--- config.mk ---
export PLATFORM = sky130hd
export DESIGN_NAME = bal_cell
export DESIGN_NICKNAME = d
export VERILOG_FILES = /design/src/bal_pkg.sv /design/src/bal_cell.sv
export SDC_FILE = /design/constraint.sdc
export NUM_CORES = 1
export LEC_CHECK = 0
export ABC_CLOCK_PERIOD_IN_PS = 24900
export BUFFER_PORTS_ARGS = -buffer_cell sky130_fd_sc_hd__buf_2
export CAP_MARGIN = 0
export CORE_ASPECT_RATIO = 0.5
export CORE_MARGIN = 2
export CORE_UTILIZATION = 25
export CTS_CLUSTER_SIZE = 14
export DETAILED_ROUTE_END_ITERATION = 10
export HOLD_SLACK_MARGIN = 0.06
export PLACE_DENSITY = 0.47
export SLEW_MARGIN = 20
export SYNTH_ARGS = -nofsm -noshare
export SYNTH_HDL_FRONTEND = slang
export SYNTH_SLANG_ARGS = --single-unit
--- constraint.sdc ---
create_clock -name clk -period 24.9 [get_ports clk]
set_input_delay 1.245 -clock clk [delete_from_list [all_inputs] [get_ports clk]]
set_output_delay 1.245 -clock clk [all_outputs]
set_load 0.03 [all_outputs]
--- src/bal_pkg.sv ---
// Shared types, register codes, constants and base-scoring helpers for the aligner.
package bal_pkg;

	localparam int QUERY_MAX_DEF     = 256;
	localparam int REFERENCE_MAX_DEF = 4096;
	localparam int SCORE_BITS_DEF    = 16;

	localparam int CFG_IDX_W  = 3;
	localparam int CFG_DATA_W = 14;

	localparam logic [CFG_IDX_W-1:0] REG_MATCH    = 3'd0;
	localparam logic [CFG_IDX_W-1:0] REG_MISMATCH = 3'd1;
	localparam logic [CFG_IDX_W-1:0] REG_GAP_OPEN = 3'd2;
	localparam logic [CFG_IDX_W-1:0] REG_GAP_EXT  = 3'd3;
	localparam logic [CFG_IDX_W-1:0] REG_QLEN     = 3'd4;
	localparam logic [CFG_IDX_W-1:0] REG_BAND_HW  = 3'd5;
	localparam logic [CFG_IDX_W-1:0] REG_BAND_DG  = 3'd6;

	localparam logic [7:0] BASE_A = 8'h41;
	localparam logic [7:0] BASE_C = 8'h43;
	localparam logic [7:0] BASE_G = 8'h47;
	localparam logic [7:0] BASE_T = 8'h54;

	typedef struct packed {
		logic signed [7:0]  match_award;
		logic signed [7:0]  mismatch_penalty;
		logic signed [7:0]  gap_open_cost;
		logic signed [7:0]  gap_extend_cost;
		logic        [8:0]  query_length;
		logic signed [13:0] band_half_width;
		logic signed [12:0] band_diagonal;
	} cfg_t;

	typedef enum logic {
		ST_IDLE,
		ST_SCAN
	} state_t;

	function automatic logic is_acgt(input logic [7:0] b);
		return (b == BASE_A) || (b == BASE_C) || (b == BASE_G) || (b == BASE_T);
	endfunction

	// substitution delta for one query/reference pair
	function automatic logic signed [7:0] subst(input logic [7:0] q, input logic [7:0] r,
			input logic signed [7:0] m, input logic signed [7:0] mm);
		logic signed [7:0] d;
		if (q == r && is_acgt(q)) begin
			d = m;
		end else if (!is_acgt(q) || !is_acgt(r)) begin
			d = 8'sd0;
		end else begin
			d = mm;
		end
		return d;
	endfunction

endpackage

--- src/bal_cell.sv ---
// One query-row cell: holds the row's base, cell score and deletion score.
module bal_cell #(
	parameter int ROW = 1,
	parameter int SB  = 16,
	parameter int QIW = 9,
	parameter int RW  = 13,
	parameter int OW  = 29
) (
	input  logic                clk,
	input  logic                arst_n,
	input  bal_pkg::cfg_t       cfg,
	input  logic                clear,
	input  logic                qwr,
	input  logic [7:0]          qwr_index,
	input  logic [7:0]          qwr_byte,
	input  logic                tv_i,
	input  logic [7:0]          ref_i,
	input  logic [RW-1:0]       col_i,
	input  logic signed [OW-1:0] off_i,
	input  logic signed [SB-1:0] uph_i,
	input  logic signed [SB-1:0] upg_i,
	input  logic signed [SB-1:0] diag_i,
	input  logic signed [SB-1:0] bs_i,
	input  logic [QIW-1:0]      br_i,
	input  logic [RW-1:0]       bc_i,
	output logic                tv_o,
	output logic [7:0]          ref_o,
	output logic [RW-1:0]       col_o,
	output logic signed [OW-1:0] off_o,
	output logic signed [SB-1:0] uph_o,
	output logic signed [SB-1:0] upg_o,
	output logic signed [SB-1:0] diag_o,
	output logic signed [SB-1:0] bs_o,
	output logic [QIW-1:0]      br_o,
	output logic [RW-1:0]       bc_o
);
	import bal_pkg::*;

	localparam int SW = SB + 1;
	localparam longint FLOOR_L = -(longint'(1) << (SB - 2));
	localparam longint CEIL_L  = (longint'(1) << (SB - 1)) - 1;
	localparam logic signed [SB-1:0] FLOOR = SB'(FLOOR_L);

	function automatic logic signed [SB-1:0] sat_add(input logic signed [SB-1:0] a,
			input logic signed [7:0] b);
		logic signed [SW-1:0] s;
		logic signed [SB-1:0] r;
		s = SW'(a) + SW'(b);
		if (s < SW'(FLOOR_L)) begin
			r = FLOOR;
		end else if (s > SW'(CEIL_L)) begin
			r = SB'(CEIL_L);
		end else begin
			r = SB'(s);
		end
		return r;
	endfunction

	function automatic logic signed [SB-1:0] smax(input logic signed [SB-1:0] a,
			input logic signed [SB-1:0] b);
		return (a > b) ? a : b;
	endfunction

	logic [7:0]          qbase_q;
	logic signed [SB-1:0] h_q;
	logic signed [SB-1:0] e_q;

	logic                 in_band;
	logic signed [OW-1:0] hw_ext;
	logic signed [SB-1:0] ins, del, sub, score;
	logic                 take;

	always_comb begin
		hw_ext = OW'(cfg.band_half_width);
		in_band = ((QIW + 9)'(ROW) <= (QIW + 9)'(cfg.query_length));
		if (in_band && !cfg.band_half_width[13]) begin
			in_band = (off_i >= -hw_ext) && (off_i <= hw_ext);
		end
		ins   = smax(sat_add(upg_i, cfg.gap_extend_cost), sat_add(uph_i, cfg.gap_open_cost));
		del   = smax(sat_add(e_q, cfg.gap_extend_cost), sat_add(h_q, cfg.gap_open_cost));
		sub   = sat_add(diag_i, subst(qbase_q, ref_i, cfg.match_award, cfg.mismatch_penalty));
		score = smax(smax('0, sub), smax(ins, del));
		take  = in_band && ((score > bs_i) ||
			(score == bs_i && score > 0 && (QIW + 1)'(ROW) < (QIW + 1)'(br_i)));
	end

	// query byte, written by index during load
	always_ff @(posedge clk) begin
		if (qwr && (ROW - 1) < 256 && qwr_index == 8'(ROW - 1)) begin
			qbase_q <= qwr_byte;
		end
	end

	always_ff @(posedge clk or negedge arst_n) begin
		if (!arst_n) begin
			h_q  <= '0;
			e_q  <= FLOOR;
			tv_o <= 1'b0;
		end else begin
			tv_o <= tv_i;
			if (clear) begin
				h_q <= '0;
				e_q <= FLOOR;
			end else if (tv_i) begin
				h_q <= in_band ? score : '0;
				e_q <= in_band ? del : FLOOR;
			end
		end
	end

	always_ff @(posedge clk) begin
		if (tv_i) begin
			ref_o  <= ref_i;
			col_o  <= col_i;
			off_o  <= off_i - OW'(1);
			uph_o  <= in_band ? score : '0;
			upg_o  <= in_band ? ins : FLOOR;
			diag_o <= h_q;
			bs_o   <= take ? score : bs_i;
			br_o   <= take ? QIW'(ROW) : br_i;
			bc_o   <= take ? col_i : bc_i;
		end
	end

endmodule

==> key figures, run 1 <==
Placed design
  – Port Buffers: 348
  – RePlAce Congestion: between 0.9 and 1
  – Dpl ws: 9100 ps
  – Estimated wirelength of the detail-placed design: ~50000 um

STA
  – Fmax: approximately 0.065 GHz
  – Final period util: 0.619
  – Skew final: 11.8 ps
  – Final setup viols: 0
  – Fin. max-slew vios: 0
  – RSZ-0062 raised after global routing: false
  – Worst slew pin tran: 1090 ps
  – Fin worst setup slack: about 9500 ps
  – Post-route setup TNS: 0 ps
  – Rel. slew slack: 0.274
  – Fin. Hold Viols: 0
  – Fin crit period: between 15000 and 20000 ps

Die
  – Core box area: 65600 sq um
  – Height of the die: 187 um
  – I/O pins: 362
  – Die W: 370 um
  – Initial Util: 0.255
  – Rows: 66
  – Die area: 69100 sq um

Final layout
  – Layout net count: 2629
  – Util after Layout: 0.306
  – Commonest non-fill, non-tap cell in the layout: buf_2
  – Most frequent cells in the layout: buf_2, ha_1, a21oi_1, nor2_1, edfxtp_1
  – P&R area growth vs syn: 19.9%
  – Share of cells above drive strength 1: 0.208

Clock tree
  – Root Buffer: clkbuf_16
  – Clock-pin transition on the worst setup and hold timing paths: around 70 ps
  – CTS resizes: 0
  – Clk buf depth: 2
  – Setup Buffers After CTS: 0
  – TritonCTS clock tree: built
  – Clock buffer count from CTS: 17
  – Sink Count: 177
  – Clk_lat worst skew: 460 ps
  – Hold Buf Count CTS: 0
  – H-tree depth: 4

Critical path
  – Crit path from: cfg[51]
  – Worst path required time: 25110 ps
  – Crit path to: bc_o[10]
  – Critical path class: primary input to flip-flop
  – RR Endpoint: bc_o[10]
  – CP startpoint kind: primary input
  – Worst-path fanout max: 38
  – R2r startpoint: h_q[0]
  – CP peak stage delay: just over 800 ps
  – CP dominant cell by count: ha_1
  – Worst path slowest cell: o21ai_1
  – Critical Path Sink Type: flip-flop
  – Reg2reg setup slack: ~10000 ps
  – CP arrival: 15610 ps
  – Worst R2R Path Depth: 51

Drt
  – Via/cell ratio: 5.01
  – WL final: approximately 61000 um
  – Drt first-iter violations: 969
  – Wire length per cell: 19.8 um
  – Antenna Violating Nets Remaining: 0
  – Routed vias: 15425
  – DR pass1 iterations: 5
  – Drt drc: 0

GRT
  – First-pass GRT wire length: 91000 um
  – GRT overflow: 0
  – Vias in the first global route: 15010
  – Gr usage total: 0.172
  – Largest net degree at the start of global routing: 75
  – Initial antenna violation count: 5

Status
  – Outcome: complete, no violations

Worst hold path
  – Hold WC Path Type: flip-flop to flip-flop
  – Cell depth of the worst hold path: 0

Synth
  – Combinational family with the most area after synthesis: compound AO/OA/AOI/OAI gates
  – Synth top area cells: edfxtp_1, ha_1, a21oi_1
  – Mapped Area: 16700 sq um
  – Synth Instances: 1850
  – Mapped Nets: between 2000 and 2500
  – Compound-Gate Fraction of Synth Area: 0.219
  – Synth Flop Type: edfxtp_1
  – Syn avg cell area: around 9 sq um
  – Library cells used by synthesis: 100
  – Adder-cell share of the synthesized area: 0.169
  – Leading area contributor after synthesis: edfxtp_1
  – Mux contribution to synthesized area: 0.0307
  – Top cell type's share of synthesized area: 0.259
  – Synth Register Bits: roughly 180
  – Post-Synth XOR/XNOR Area: 0.0545
  – Yosys warns: 0
  – Seq/Total Area, Yosys: 0.308
  – Async set-or-reset flop fraction in the synthesized netlist: 0.186
  – Post-synthesis simple-gate area fraction: 0.178
  – EDFF count, synth: 144

Flow run
  – MaxCap Viol Count: 0
## worst min-delay path by stage
stage | slack (ps) | endpoint | from
finish | 490 | diag_o[12] | h_q[12]
global route | 510 | diag_o[15] | h_q[15]
detailed placement | 480 | diag_o[12] | h_q[12]
CTS | 490 | diag_o[12] | h_q[12]
global placement | 480 | diag_o[12] | h_q[12]
floorplan | 450 | diag_o[15] | h_q[15]
## cells in the mapped netlist (31+ instances only)
master and count:
ha_1 217, a21oi_1 155, nor2_1 145, edfxtp_1 144
nand2_1 132, inv_1 113, o21ai_0 110, xnor2_1 68
nand3_1 44, clkbuf_1 42, a21o_1 39, nor2b_1 38
nor3_1 36, xor2_1 36, nand4_1 34, dfrtp_1 31
## final cells by class
class                      instances  area, sq um
tap                              884         1110
fill                            7080        45500
multi-input combinational       1503        10900
sequential                       177         5150
inverter                         114          428
timing repair buffer             369         1910
antenna                            3         7.51
clock inverter                    14          106
clock buffer                      17          425
## layer usage
layer | vias to the layer above | part of all wire | global-route usage
li1 | 7653 | - | -
met1 | 7402 | 0.42 | 0.209
met2 | 308 | 0.52 | 0.317
met3 | 60 | 0.041 | 0.0270
met4 | 2 | 0.018 | 0.0413
met5 | - | 0.00021 | 0
## cells by family (layout without fill, tap and decap cells)
kind of cell,after synthesis,in the layout
buffers and inverters,170,514
AOI/OAI and AO/OA,548,548
xor gates and xnor gates,104,104
adders and majority gates,223,223
muxes,44,44
DFF,177,177
and+or+nand+nor,583,583
other,1,4
## worst max-delay path, delay by kind of cell
family,cells,cell delay [ps]
adders and majority gates,5,1590
and+or+nand+nor,18,5150
AOI/OAI and AO/OA,20,5520
buffers and inverters,4,1280
muxes,2,750
## metrics by stage
stage	hold WS [ps]	std cells	instance area [sq um]
2_1_floorplan	450	1850	16700
6_report	489	3081	20000
4_1_cts	495	3078	20000
5_1_grt	507	3080	20000
3_5_place_dp	481	3047	19500
3_3_place_gp	478	3047	19500
## sequential cells by signal, summed over array words and instances, names as in the netlist
name and cells:
upg_o 16, bc_o 13, qbase_q 8, tv_o 1
off_o 29, ref_o 8, br_o 9, col_o 13
e_q 16, h_q 16, bs_o 16, uph_o 16
diag_o 16
Power of run 1 is not shown: default switching activity piles up to over one toggle a cycle in this logic, so the estimate is an artifact.
==> inputs of run 2 (changes only) <==
--- a/config.mk
+++ b/config.mk
@@ -5,7 +5,8 @@
 export SDC_FILE = /design/constraint.sdc
 export NUM_CORES = 1
 export LEC_CHECK = 0
-export ABC_CLOCK_PERIOD_IN_PS = 24900
+export ABC_AREA = 1
+export ABC_CLOCK_PERIOD_IN_PS = 13800
 export BUFFER_PORTS_ARGS = -buffer_cell sky130_fd_sc_hd__buf_2
 export CAP_MARGIN = 0
 export CORE_ASPECT_RATIO = 0.5
@@ -14,7 +15,7 @@
 export CTS_CLUSTER_SIZE = 14
 export DETAILED_ROUTE_END_ITERATION = 10
 export HOLD_SLACK_MARGIN = 0.06
-export PLACE_DENSITY = 0.47
+export PLACE_DENSITY = 0.48
 export SLEW_MARGIN = 20
 export SYNTH_ARGS = -nofsm -noshare
 export SYNTH_HDL_FRONTEND = slang
==> constraint.sdc (replaced) <==
create_clock -name clk -period 13.8 [get_ports clk]
set_input_delay 0.69 -clock clk [delete_from_list [all_inputs] [get_ports clk]]
set_output_delay 0.69 -clock clk [all_outputs]
set_load 0.03 [all_outputs]
==> key figures, run 2 <==
Synth
  – EDFF count, synth: 144 (unchanged)
  – Synth Register Bits: 177 (unchanged)
  – Leading area contributor after synthesis: edfxtp_1
  – Yosys warns: 0 (unchanged)
  – Seq/Total Area, Yosys: 0.302 (-0.00642)
  – Syn avg cell area: 7.67 sq um (-15%)
  – Async set-or-reset flop fraction in the synthesized netlist: 0.186 (unchanged)
  – Synth Flop Type: edfxtp_1
  – Synth top cells by count: nand2_1, inv_1, ha_1
  – Mapped Nets: 2672 (+16%)
  – Library cells used by synthesis: 64 (-36%)
  – Mapped Area: 17100 sq um (+2.1%)
  – Top cell type's share of synthesized area: 0.253 (-0.00539)
  – Synth Instances: 2225 (+20%)
  – Synth top area cells: edfxtp_1, ha_1, nand2_1
  – Top-count cell post-synth: nand2_1

STA
  – Fin. max-slew vios: 0 (unchanged)
  – RSZ-0062 raised after global routing: false
  – Post-route setup TNS: 0 ps (unchanged)
  – Fin. Hold Viols: 0 (unchanged)
  – Final period util: 0.781
  – Fmax: 0.0928 GHz
  – Fin crit period: 10770 ps
  – Final setup viols: 0 (unchanged)
  – Skew final: 15.0 ps (+3.18 ps)
  – Rel. slew slack: 0.338 (+0.0644)
  – Worst slew pin tran: 993 ps (-93.9 ps)

GRT
  – First-pass GRT wire length: 81900 um (-10%)
  – Vias in the first global route: 14900 (-0.73%)
  – Gr usage total: 0.150 (-0.0227)
  – Largest net degree at the start of global routing: 72 (-4.0%)
  – Initial antenna violation count: 6 (+1)
  – GRT overflow: 0 (unchanged)

Drt
  – Antenna Violating Nets Remaining: 0 (unchanged)
  – Via/cell ratio: 4.41 (-12%)
  – DR pass1 iterations: 7 (+2)
  – WL final: 53600 um (-12%)
  – Wire length per cell: 15.4 um (-22%)
  – Drt first-iter violations: 797 (-18%)
  – Routed vias: 15332 (-0.60%)
  – Drt drc: 0 (unchanged)

Placed design
  – Estimated wirelength of the detail-placed design: 44000 um (-12%)
  – Port Buffers: 348 (unchanged)
  – RePlAce Congestion: 0.858 (-4.8%)

Critical path
  – CP dominant cell by count: nand2_1
  – Worst path slowest cell: inv_1
  – Critical path class: flip-flop to flip-flop
  – Worst path required time: 14100 ps (-11010 ps)
  – CP top delay family: simple AND/OR/NAND/NOR gates
  – CP arrival: 11080 ps (-4530 ps)
  – Worst path bufs/invs: 12 (+8)
  – CP startpoint kind: flip-flop
  – CP peak stage delay: 650 ps (-180 ps)
  – Worst-path fanout max: 37 (-2.6%)
  – Critical Path Sink Type: flip-flop

Die
  – Core box area: 67200 sq um (+2.5%)
  – Height of the die: 189 um (+1.0%)
  – Die W: 374 um (+1.0%)
  – I/O pins: 362 (unchanged)
  – Rows: 67 (+1.5%)
  – Die area: 70500 sq um (+2.1%)
  – Initial Util: 0.254 (-0.00102)

Status
  – Outcome: complete, no violations

Flow run
  – MaxCap Viol Count: 0 (unchanged)

Worst hold path
  – Hold WC Path Type: primary input to asynchronous set/reset pin

Final layout
  – Max reg flops: 29 (unchanged)
  – FF/Latch Area: 5150 sq um (unchanged)
  – P&R area growth vs syn: 19.1%
  – Most flops, register: off_o
  – Util after Layout: 0.302 (-0.00334)
  – Share of cells above drive strength 1: 0.222 (+0.0143)
  – Layout net count: 3013 (+15%)
  – Commonest non-fill, non-tap cell in the layout: nand2_1
  – Most frequent cells in the layout: nand2_1, buf_2, inv_1, ha_1, edfxtp_1
  – Area of the multi-input gates: 10400 sq um (-4.6%)
  – # fillers: 7350 (+3.8%)

Clock tree
  – Clk_lat worst skew: 470 ps (about the same)
  – Clk buf depth: 2 (unchanged)
  – H-tree depth: 4 (unchanged)
  – Hold Buf Count CTS: 0 (unchanged)
  – TritonCTS clock tree: built
  – Setup Buffers After CTS: 0 (unchanged)
  – CTS resizes: 0 (unchanged)
  – Clock-pin transition on the worst setup and hold timing paths: 90 ps (+20 ps)
  – Clock buffer count from CTS: 17 (unchanged)
  – Root Buffer: clkbuf_16
  – Sink Count: 177 (unchanged)
-- run 2: path summary, 6_finish.rpt --
path | end | startpoint | cells past startpoint | slack, ps
worst max-delay path | bc_o[12] | e_q[0] | 59 | 3030
worst min-delay path | e_q[1] | arst_n | 1 | 330
worst max register to register | bc_o[12] | e_q[0] | 59 | 3030
worst min register to register | diag_o[12] | h_q[12] | 0 | 490
max in group asynchronous | h_q[1] | arst_n | 1 | 12940
min in group clk | qbase_q[7] | qwr_byte[7] | 1 | 400
-- run 2: kinds of logic after synthesis --
logic type               share of synthesized area
buffers and inverters                       0.0898
adder cells (fa/ha/maj)                      0.165
flip-flops                                   0.302
other                                     0.000220
AO/OA/AOI/OAI                                0.109
AND/OR/NAND/NOR                              0.282
XOR/XNOR                                    0.0529
-- run 2: cell type report --
class / instances / area share
Clock inverter: 15 / 0.00825
Timing Repair Buffer: 357 / 0.0893
Sequential cell: 177 / 0.254
Multi-Input combinational cell: 1689 / 0.512
Tap cell: 897 / 0.0552
Clock buffer: 17 / 0.0209
Antenna cell: 4 / 0.000493
Inverter: 324 / 0.0600
-- run 2: per-layer routing --
metal  track usage  wire, um
met1         0.176     23100
met2         0.279     27700
met3        0.0252      1600
met4        0.0419      1110
met5             0        34
-- run 2: metrics by stage --
step | cell area (sq um) | setup slack [ps] | hold WS (ps) | cells
6_report | 20300 | 3030 | 326 | 3480
5_1_grt | 20300 | 2050 | 372 | 3479
4_1_cts | 20300 | 3100 | 337 | 3476
3_5_place_dp | 19700 | 2650 | 480 | 3444
3_3_place_gp | 19700 | 2280 | 475 | 3444
2_1_floorplan | 17100 | 5510 | 394 | 2225
Power of run 2 is left out for the same reason.
==> inputs of run 3 (changes only) <==
--- a/config.mk
+++ b/config.mk
@@ -5,8 +5,8 @@
 export SDC_FILE = /design/constraint.sdc
 export NUM_CORES = 1
 export LEC_CHECK = 0
-export ABC_AREA = 1
-export ABC_CLOCK_PERIOD_IN_PS = 13800
+export ABC_AREA = 0
+export ABC_CLOCK_PERIOD_IN_PS = 11300
 export BUFFER_PORTS_ARGS = -buffer_cell sky130_fd_sc_hd__buf_2
 export CAP_MARGIN = 0
 export CORE_ASPECT_RATIO = 0.5
@@ -15,7 +15,7 @@
 export CTS_CLUSTER_SIZE = 14
 export DETAILED_ROUTE_END_ITERATION = 10
 export HOLD_SLACK_MARGIN = 0.06
-export PLACE_DENSITY = 0.48
+export PLACE_DENSITY = 0.47
 export SLEW_MARGIN = 20
 export SYNTH_ARGS = -nofsm -noshare
 export SYNTH_HDL_FRONTEND = slang
==> constraint.sdc (replaced) <==
create_clock -name clk -period 11.3 [get_ports clk]
set_input_delay 0.565 -clock clk [delete_from_list [all_inputs] [get_ports clk]]
set_output_delay 0.565 -clock clk [all_outputs]
set_load 0.03 [all_outputs]
==> key figures, run 3 (same netlist as run 1, synthesis figures left out) <==
Die
  – Die W: 370 um (-1.0%)
  – Core box area: 65600 sq um (-2.5%)
  – Die area: 69100 sq um (-2.0%)
  – Rows: 66 (-1.5%)
  – Initial Util: 0.255 (+0.00102)
  – Height of the die: 187 um (-1.0%)
  – I/O pins: 362 (unchanged)

STA
  – Final period util: 0.982 (+0.202)
  – Skew final: 11.1 ps (-3.86 ps)
  – Rel. slew slack: 0.368 (+0.0294)
  – Fin. max-slew vios: 0 (unchanged)
  – Fmax: 0.0901 GHz (-3.0%)
  – RSZ-0062 raised after global routing: true
  – Final setup viols: 0 (unchanged)
  – Fin crit period: 11100 ps (+328 ps)
  – Fin worst setup slack: 200 ps (-2830 ps)
  – Worst slew pin tran: 948 ps (-45.1 ps)
  – Hold slack: 229 ps (-97.3 ps)
  – Fin. Hold Viols: 0 (unchanged)

Final layout
  – Commonest non-fill, non-tap cell in the layout: buf_4
  – Max reg flops: 29 (unchanged)
  – P&R area growth vs syn: 49.4%
  – Most flops, register: off_o
  – # fillers: 6788 (-7.6%)
  – Finished Cell Area: 25000 sq um (+23%)
  – Layout net count: 3130 (+3.9%)
  – Most frequent cells in the layout: buf_4, buf_2, ha_1, edfxtp_1, a21oi_1
  – Share of cells above drive strength 1: 0.408 (+0.186)

Status
  – Outcome: complete, no violations

Flow run
  – MaxCap Viol Count: 0 (unchanged)

Clock tree
  – Clock buffer count from CTS: 17 (unchanged)
  – Clk buf depth: 2 (unchanged)
  – Clk_lat worst skew: 470 ps (about the same)
  – Root Buffer: clkbuf_16
  – TritonCTS clock tree: built
  – Clock-pin transition on the worst setup and hold timing paths: 80 ps (about the same)
  – Sink Count: 177 (unchanged)
  – H-tree depth: 4 (unchanged)
  – Hold Buf Count CTS: 0 (unchanged)

Drt
  – WL final: 67500 um (+26%)
  – DR pass1 iterations: 6 (-1)
  – Drt drc: 0 (unchanged)
  – Antenna Violating Nets Remaining: 0 (unchanged)
  – Routed vias: 17498 (+14%)
  – Via/cell ratio: 4.89 (+11%)
  – Drt first-iter violations: 1021 (+28%)
  – Wire length per cell: 18.8 um (+22%)

Placed design
  – RePlAce Congestion: 0.964 (+12%)
  – Dpl ws: -902 ps (-3550 ps)
  – Estimated wirelength of the detail-placed design: 55800 um (+27%)
  – Dpl cell area: 23000 sq um (+17%)
  – Port Buffers: 348 (unchanged)

GRT
  – GRT overflow: 0 (unchanged)
  – Initial antenna violation count: 3 (-3)
  – First-pass GRT wire length: 100000 um (+22%)
  – Vias in the first global route: 17189 (+15%)
  – Largest net degree at the start of global routing: 57 (-21%)
  – Gr usage total: 0.187 (+0.0375)

Critical path
  – CP startpoint kind: flip-flop
  – Critical path class: flip-flop to flip-flop
  – Worst path slowest cell: or4_4
  – Worst-path fanout max: 8 (-78%)
  – RR Endpoint: bc_o[0]
  – Reg2reg setup slack: 200 ps (-2830 ps)
  – Crit path from: h_q[0]
  – Worst R2R Path Depth: 56 (-5.1%)
  – Crit path to: bc_o[0]
  – R2r startpoint: h_q[0]
  – Critical Path Sink Type: flip-flop
  – Worst path required time: 11520 ps (-2580 ps)
  – CP dominant cell by count: buf_4
  – CP arrival: 11320 ps (+240 ps)
  – CP peak stage delay: 520 ps (-130 ps)

Worst hold path
  – Hold WC Path Type: primary input to asynchronous set/reset pin
run 3: worst max-delay path, delay by kind of cell, from the launching register on:
family | cells | cell delay, ps
buffers and inverters | 13 | 1700
multiplexers | 2 | 560
adder cells (fa/ha/maj) | 6 | 1740
flip-flops | 1 | 390
AO/OA/AOI/OAI | 18 | 3890
XOR/XNOR | 1 | 250
AND/OR/NAND/NOR | 16 | 2320
run 3: what timing repair did:
item                                    in CTS  in global routing
resized for setup                           27                199
cloned                                       1                  2
setup buffers                                3                 30
endpoints found under the setup margin      38                 38
pin swaps                                    7                 81
run 3: worst min-delay path by stage:
stage	end	cells after the start	start
finish	h_q[6]	1	arst_n
CTS	tv_o	1	arst_n
detailed placement	e_q[8]	2	e_q[8]
global placement	diag_o[14]	0	h_q[14]
global route	qbase_q[0]	1	qwr_byte[0]
floorplan	e_q[0]	0	arst_n
run 3: per-layer routing:
layer / global-route usage / part of all wire / vias to the layer above
met1: 0.233 / 0.43 / 8376
met2: 0.344 / 0.51 / 370
met4: 0.0396 / 0.019 / 4
met5: 0 / 0.00044 / -
met3: 0.0223 / 0.037 / 92
li1: - / - / 8656
run 3: final cells by class:
cell class	count	area, sq um	area share
sequential	177	5150	0.206
multi-input combinational	1503	11900	0.475
antenna	1	2.50	0.000100
clock buffer	17	425	0.0170
inverter	114	428	0.0171
clock inverter	15	180	0.00722
tap	884	1110	0.0443
timing repair buffer	870	5820	0.233
run 3: metrics by stage:
stage	setup TNS [ps]	utilization	std cells
finish	0	0.381	3581
global route	-5570	0.381	3581
CTS	0	0.363	3549
detailed placement	-29430	0.351	3513
global placement	-22830	0.351	3513
floorplan	0	-	1850
Power of run 3 is left out for the same reason.
